File: src/hdl/dcs_pkg.sv
// ----------------------------------------------------------------------------
// dcs_pkg
// Shared constants, codes and controller/datapath interface types for the
// discord candidate selection unit.
// ----------------------------------------------------------------------------
package dcs_pkg;

    localparam int SLOTS    = 256;
    localparam int MAX_LEN  = 64;
    localparam int MAX_ROWS = 4096;

    localparam int SLOT_W   = $clog2(SLOTS);
    localparam int LEN_W    = $clog2(MAX_LEN);
    localparam int ROWC_W   = $clog2(MAX_ROWS) + 1;
    localparam int ROW_W    = 12;
    localparam int CNT_W    = 9;
    localparam int SAMPLE_W = 16;
    localparam int SQ_W     = 32;
    localparam int DIST_W   = 38;
    localparam int SUBLEN_W = 7;
    localparam int THR_W    = 38;
    localparam int DATA_AW  = SLOT_W + LEN_W;

    localparam logic KIND_ELEM = 1'b0;
    localparam logic KIND_READ = 1'b1;

    localparam logic REG_SUB_LEN   = 1'b0;
    localparam logic REG_THRESHOLD = 1'b1;

    typedef struct packed {
        logic              rd_issue;
        logic              elem_write;
        logic              judge_start;
        logic              idx_read;
        logic              acc_clear;
        logic              dist_issue;
        logic              decide;
        logic              place;
        logic              copy_issue;
        logic              emit;
        logic [SLOT_W:0]   j;
        logic [LEN_W:0]    k;
    } t_cmd;

    typedef struct packed {
        logic [LEN_W:0]    len;
        logic              last_elem;
        logic              rows_done;
        logic              scan_done;
        logic              cur_used;
        logic              gap_ok;
        logic              place_copy;
        logic              out_free;
    } t_status;

endpackage

File: src/hdl/dcs_ctrl.sv
// ----------------------------------------------------------------------------
// dcs_ctrl
// Sequencer: accepts words, walks the candidate table on each row end,
// runs the distance loop, placement, row copy and result hand-off.
// ----------------------------------------------------------------------------
module dcs_ctrl (
    input  logic                i_clk,
    input  logic                i_rst_n,
    input  logic                i_in_valid,
    input  logic                i_kind,
    input  logic                i_row_end,
    output logic                o_in_stall,
    output dcs_pkg::t_cmd       o_cmd,
    input  dcs_pkg::t_status    i_status
);

    typedef enum logic [9:0] {
        S_IDLE   = 10'b0000000001,
        S_RDWAIT = 10'b0000000010,
        S_SCAN   = 10'b0000000100,
        S_CHECK  = 10'b0000001000,
        S_DIST   = 10'b0000010000,
        S_DRAIN  = 10'b0000100000,
        S_DECIDE = 10'b0001000000,
        S_PLACE  = 10'b0010000000,
        S_COPY   = 10'b0100000000,
        S_EMIT   = 10'b1000000000
    } t_state;

    t_state                      r_state, n_state;
    logic [dcs_pkg::SLOT_W:0]    r_j, n_j;
    logic [dcs_pkg::LEN_W:0]     r_k, n_k;
    logic                        r_drain, n_drain;
    logic                        in_take;

    assign o_in_stall = (r_state != S_IDLE);
    assign in_take    = i_in_valid && (r_state == S_IDLE);

    always_comb begin
        n_state = r_state;
        n_j     = r_j;
        n_k     = r_k;
        n_drain = r_drain;
        o_cmd   = '0;
        o_cmd.j = r_j;
        o_cmd.k = r_k;
        unique case (r_state)
            S_IDLE: begin
                if (in_take) begin
                    if (i_kind == dcs_pkg::KIND_READ) begin
                        o_cmd.rd_issue = 1'b1;
                        n_state = S_RDWAIT;
                    end else if (!i_status.rows_done) begin
                        o_cmd.elem_write = 1'b1;
                        if (i_row_end || i_status.last_elem) begin
                            o_cmd.judge_start = 1'b1;
                            n_j     = '0;
                            n_state = S_SCAN;
                        end
                    end
                end
            end
            S_RDWAIT: n_state = S_EMIT;
            S_SCAN: begin
                if (i_status.scan_done) begin
                    n_state = S_PLACE;
                end else if (!i_status.cur_used) begin
                    n_j = r_j + 1'b1;
                end else begin
                    o_cmd.idx_read = 1'b1;
                    n_state = S_CHECK;
                end
            end
            S_CHECK: begin
                if (i_status.gap_ok) begin
                    o_cmd.acc_clear = 1'b1;
                    n_k     = '0;
                    n_state = S_DIST;
                end else begin
                    n_j     = r_j + 1'b1;
                    n_state = S_SCAN;
                end
            end
            S_DIST: begin
                o_cmd.dist_issue = 1'b1;
                n_k = r_k + 1'b1;
                if (r_k + 1'b1 >= i_status.len) begin
                    n_drain = 1'b0;
                    n_state = S_DRAIN;
                end
            end
            S_DRAIN: begin
                // let the square and accumulate stages empty
                n_drain = 1'b1;
                if (r_drain) begin
                    n_state = S_DECIDE;
                end
            end
            S_DECIDE: begin
                o_cmd.decide = 1'b1;
                n_j     = r_j + 1'b1;
                n_state = S_SCAN;
            end
            S_PLACE: begin
                o_cmd.place = 1'b1;
                n_k = '0;
                n_state = i_status.place_copy ? S_COPY : S_EMIT;
            end
            S_COPY: begin
                o_cmd.copy_issue = 1'b1;
                n_k = r_k + 1'b1;
                if (r_k == (dcs_pkg::LEN_W+1)'(dcs_pkg::MAX_LEN - 1)) begin
                    n_state = S_EMIT;
                end
            end
            S_EMIT: begin
                o_cmd.emit = 1'b1;
                if (i_status.out_free) begin
                    n_state = S_IDLE;
                end
            end
            default: n_state = S_IDLE;
        endcase
    end

    always_ff @(posedge i_clk) begin
        if (!i_rst_n) begin
            r_state <= S_IDLE;
            r_j     <= '0;
            r_k     <= '0;
            r_drain <= 1'b0;
        end else begin
            r_state <= n_state;
            r_j     <= n_j;
            r_k     <= n_k;
            r_drain <= n_drain;
        end
    end

    a_onehot: assert property (@(posedge i_clk) disable iff (!i_rst_n) $onehot(r_state))
        else $error("controller state not one-hot");
    a_scan_end: assert property (@(posedge i_clk) disable iff (!i_rst_n)
        (r_state == S_SCAN) && i_status.scan_done |=> (r_state == S_PLACE))
        else $error("table walk did not end in placement");
    a_dist_len: assert property (@(posedge i_clk) disable iff (!i_rst_n)
        (r_state == S_DIST) |-> (r_k < i_status.len))
        else $error("distance loop ran past row length");

endmodule

File: config.mk
export PLATFORM = sky130hd
export DESIGN_NAME = dcs_ctrl
export DESIGN_NICKNAME = d
export VERILOG_FILES = /design/src/hdl/dcs_pkg.sv /design/src/hdl/dcs_ctrl.sv
export SDC_FILE = /design/constraint.sdc
export NUM_CORES = 1
export LEC_CHECK = 0
export BUFFER_PORTS_ARGS = -buffer_cell sky130_fd_sc_hd__buf_2
export CAP_MARGIN = 20
export CORE_ASPECT_RATIO = 0.6
export CORE_MARGIN = 4
export CORE_UTILIZATION = 25
export DETAILED_ROUTE_END_ITERATION = 16
export PLACE_DENSITY = 0.46
export RECOVER_POWER = 50
export SLEW_MARGIN = 20
export SYNTH_ARGS = -nofsm -noshare
export SYNTH_HDL_FRONTEND = slang
export SYNTH_SLANG_ARGS = --single-unit
File: constraint.sdc
create_clock -name i_clk -period 3.09 [get_ports i_clk]
set_clock_uncertainty 0.1 [all_clocks]
set_input_delay 0.618 -clock i_clk [delete_from_list [all_inputs] [get_ports i_clk]]
set_output_delay 0.618 -clock i_clk [all_outputs]
set_load 0.005 [all_outputs]
Word level (Yosys, flattened, before mapping)
Cells that the tools add are included.
{"block": "totals", "regBits": 27, "latchBits": 0, "ram_bits": 0, "romBits": 0, "inputBits": 19, "out_inout_bits": 27, "word_cells": 85, "mem_count": 0}
{"block": "classes", "add_sub_neg": 2, "multipliers": 0, "div": 0, "n_lt_le_gt_ge": 1, "eq_ne": 27, "n_shift": 0, "muxes": 41, "bitwise_logic": 0, "n_reduce_logical": 10}
{"cell": "two-way mux 10 bit", "n": 11}
{"cell": "case mux 10 bit (10 select lines)", "n": 1}
{"cell": "two-way mux 9 bit", "n": 7}
{"cell": "case mux 9 bit (4 select lines)", "n": 1}
{"cell": "inequality test 2 bit, second input constant", "n": 11}
{"cell": "case mux 7 bit (3 select lines)", "n": 1}
{"cell": "AND reduction 8 bit", "n": 2}
{"cell": "two-way mux 1 bit", "n": 13}
{"cell": "equality test 10 x 1 -> 1 bit, second input constant", "n": 1}
{"cell": "equality test 10 bit, second input constant", "n": 1}
{"cell": "equality test 10 x 2 -> 1 bit, second input constant", "n": 1}
{"cell": "equality test 10 x 3 -> 1 bit, second input constant", "n": 1}
{"cell": "equality test 10 x 4 -> 1 bit, second input constant", "n": 1}
{"cell": "equality test 10 x 5 -> 1 bit, second input constant", "n": 1}
{"cell": "equality test 10 x 6 -> 1 bit, second input constant", "n": 1}
{"cell": "equality test 10 x 7 -> 1 bit, second input constant", "n": 1}
{"cell": "equality test 10 x 8 -> 1 bit, second input constant", "n": 1}
{"cell": "equality test 10 x 9 -> 1 bit, second input constant", "n": 1}
{"cell": "inequality test 10 x 1 -> 1 bit, second input constant", "n": 1}
{"cell": "adder 9 x 1 -> 9 bit, second input constant", "n": 1}
{"cell": "adder 7 x 1 -> 7 bit, second input constant", "n": 1}
{"cell": "equality test 7 x 6 -> 1 bit, second input constant", "n": 1}
{"cell": "greater-or-equal comparator 7 bit", "n": 1}
{"cell": "two-way mux 7 bit", "n": 1}
{"cell": "other kinds (14)", "n": 18}

Depth between registers and ports, before layout
{"block": "logic_depth", "ltp_word": 6, "ltp_mapped": 12, "ltp_nobuf": 11}

Worst setup path after synthesis
Ideal clock, no wire load.
{"block": "synth_timing", "kind": "register to register", "from": "register r_k[0] (netlist name)", "to": "register r_j[7] (netlist bit)", "setup_time_ns": 0.062, "arrival_time_ns": 2.640, "t_required_ns": 2.928, "path_slack_ns": 0.288, "stages_incl_launch_ff": 11, "n_path_buf": 0, "period_less_slack_ns": 2.802, "cell_sequence": "dfxtp_1 ha_1 nand3_1 nor2_1 xor2_1 ha_1 nand4_1 o311ai_4 nand3_4 or4_1 nand3_1"}
{"element": "to (signal assigned)", "line_no": "dcs_ctrl.sv:134", "rtl": "r_j <= n_j;"}
{"element": "to (decl)", "line_no": "dcs_ctrl.sv:31", "rtl": "logic [dcs_pkg::SLOT_W:0] r_j, n_j;"}

==> metrics.txt <==
outcome=finished clean; nets@finish=between 300 and 400; RSZ-0062 raised after global routing=no; Max clock buf depth=2; routability cong.=about 0.84; TritonCTS clock tree=yes; Unique masters post-synth=57; syn nets=277; Vias=2046; Final min period=2.890 ns; Initial Util=0.2616; die area=~10000 um^2; Reg clk slew, reported paths=roughly 0.070 ns; first-pass GRT wire length=around 10 mm; PwrDens=362.3 nW/um^2; Post-synth top flop=dfxtp_1; Synth area leaders=dfxtp_1, ha_1, a21oi_1, nor3_1, nor2_1; Crit. End Element=primary output; Detailed Place HPWL=4.743 mm; First-pass DRT Iterations=4; Yosys Warn Count=0; CTS H-tree depth=1; share of the synthesized area in the top cell type=0.2581; P_leak=1.010 nW; f_max=0.3461 GHz; Clock Tree Root=clkbuf_16; DIE WIDTH=126.2 um; hold crit path type=flip-flop to flip-flop; Setup-failing EPs final=0; total power=0.0008848 W; Setup crit start kind=flip-flop; register area share after synthesis=0.2581; Setup CP Type=flip-flop to primary output; Worst EP arrival=about 2.2 ns; Layout area overhead=16.61%; Post-synth top cells=dfxtp_1, nor2_1, a21oi_1; Slew @ Worst Pin=between 0.6 and 0.7 ns; Routed WL=6.078 mm; initial antenna violation count=0; Die Y=78.90 um; Num CTS Buffers=3; Most Used Layer, Global Route=met1; Mapped Area=2095 um^2; critical path fanouts, max=8; Ant. Diodes=0; EDFF count, synth=0; DRT antenna net count=0; worst vdd ir=about 200 uV; Worst Path Required=2.37 ns; Seq cells post-synth=27; core area=8008 um^2; Post-Syn Instances=249; Final Cycle Share=0.9351; GR Layer Usage met3=0.02755; Max Slew Vio Count=0; setup_tns=0 ns; slowest stage delay, CP=0.59 ns; drt first-iter violations=108; Rows=25; largest net degree at the start of global routing=15; vias per cell=5.102; flop-to-flop setup slack=0.23 ns; slew margin rel.=0.5443; worst skew pair latency=roughly 0.26 ns; routing usage on met2=0.1665; area leader, netlist=dfxtp_1; drt wl/cell=15.16 um; GRT Overall Usage=0.1242; most numerous cell in the Yosys netlist=dfxtp_1; hold_buf cts=0; delay-heaviest family, CP=simple AND/OR/NAND/NOR gates; Post-route DRC=0; max-cap viol count=0; fraction of layout cells with a size suffix above 1=0.2321; IO Count=46; Critical-path top delay cell=or4_4; number of global-route vias before repair=1919; Final Hold Fails=0; Mapped Avg Cell Area=between 8 and 9 um^2; grt total ovfl=0; Critical path buffers and inverters=2; IO buf count=45; CP Cell Sequence=or4_4 > nor3_1 > nand4_1 > inv_1 > buf_2; # clock sinks=27; FFs w/ async S/R, synth=0; routing usage on met1=0.1969
-- registers in the layout, summed over array words and instances, names as in the netlist --
| signal | cells |
|---|---|
| r_drain | 1 |
| r_state | 10 |
| r_k | 7 |
| r_j | 9 |
-- metal layers --
metal / wire length [um] / part of all wire
met5: 0 / 0
met4: 31 / 0.0051
met3: 332 / 0.055
met2: 2232 / 0.37
met1: 3480 / 0.57
-- timing repair --
action | CTS | global route
resized for setup | 0 | 2
buffers inserted | 0 | 2
setup endpoints to repair | 0 | 9
-- worst reg2reg max path, delay by kind of cell, from the launching register on --
family	cells	cell delay (ns)
AOI/OAI and AO/OA	2	0.81
and+or+nand+nor	4	0.61
adders and majority gates	2	0.54
DFF	1	0.37
buffers and inverters	1	0.19
xor gates and xnor gates	1	0.13
-- cells by family after synthesis --
kind of cell | after synthesis | share of synthesized area
mux | 1 | 0.004779
compound gates | 59 | 0.2061
xor+xnor | 9 | 0.03764
fa+ha+maj | 9 | 0.05376
buf+inv | 26 | 0.08482
simple gates | 118 | 0.3548
flops | 27 | 0.2581
-- area by class of cell --
cell class	instances	area (um^2)
fillers	874	5565
flip-flops and latches	27	540.5
multi-input cells	196	1373
repair buffers	51	259.0
inverters	15	56.30
clock buffers	4	78.83
well taps	108	135.1
-- layout by cell type, fill, tap and decap left out, types with 2 or more instances in the layout --
cell       Yosys  final
a211oi_1       3      3
a21o_1         2      2
a21oi_1       18     18
a22oi_1        3      3
a32o_1         5      5
and2_1         5      5
and3_1         8      8
and4b_1        2      2
buf_2          0     39
buf_4          1      5
clkbuf_1       1      8
clkbuf_16      0      3
dfxtp_1       27     27
ha_1           9      9
inv_1         15     15
nand2_1       12     12
nand3_1       11     11
nand4_1        4      4
nand4b_1       2      2
nor2_1        19     18
nor2b_1        5      5
nor3_1        15     18
nor4_1         3      3
nor4_2         2      2
nor4_4         2      2
nor4b_1        3      3
o211ai_1       2      2
o21a_1         2      2
o21ai_0        1      5
o21ai_1        6      2
o31ai_1        7      7
or2_2          5      5
or3_1          4      4
or4_1          4      4
xnor2_1        6      6
xor2_1         3      3
-- power by group --
group / switching [W] / internal (W) / total, W
Clock: 0.000129 / 0.000177 / 0.000306
Sequential: 0.0000197 / 0.000354 / 0.000374
Combinational: 0.000125 / 0.0000802 / 0.000205
Total: 0.000273 / 0.000612 / 0.000885
-- final timing paths --
kind / start / endpoint / cells after the start
setup / recovery: r_state[6]$_SDFFE_PN0P_ / o_cmd[17] / 5
hold / removal: r_drain$_SDFFE_PN0P_ / r_drain$_SDFFE_PN0P_ / 2
setup reg to reg: r_k[1]$_SDFFE_PN0P_ / r_state[7]$_SDFFE_PN0P_ / 10
hold reg to reg: r_drain$_SDFFE_PN0P_ / r_drain$_SDFFE_PN0P_ / 2
-- through the flow --
step / hold WS (ns) / setup WS [ns] / cells / cell area [um^2] / util
floorplan: 0.3922 / 0.2876 / 249 / 2095 / -
global placement: 0.4178 / 0.2126 / 395 / 2364 / 0.2952
detailed placement: 0.4200 / 0.1221 / 395 / 2364 / 0.2952
CTS: 0.4315 / 0.08261 / 399 / 2442 / 0.3050
global route: 0.4685 / 0.003106 / 401 / 2442 / 0.3050
finish: 0.4308 / 0.2004 / 401 / 2442 / 0.3050
Note: power is estimated with default switching activity, not from simulation.
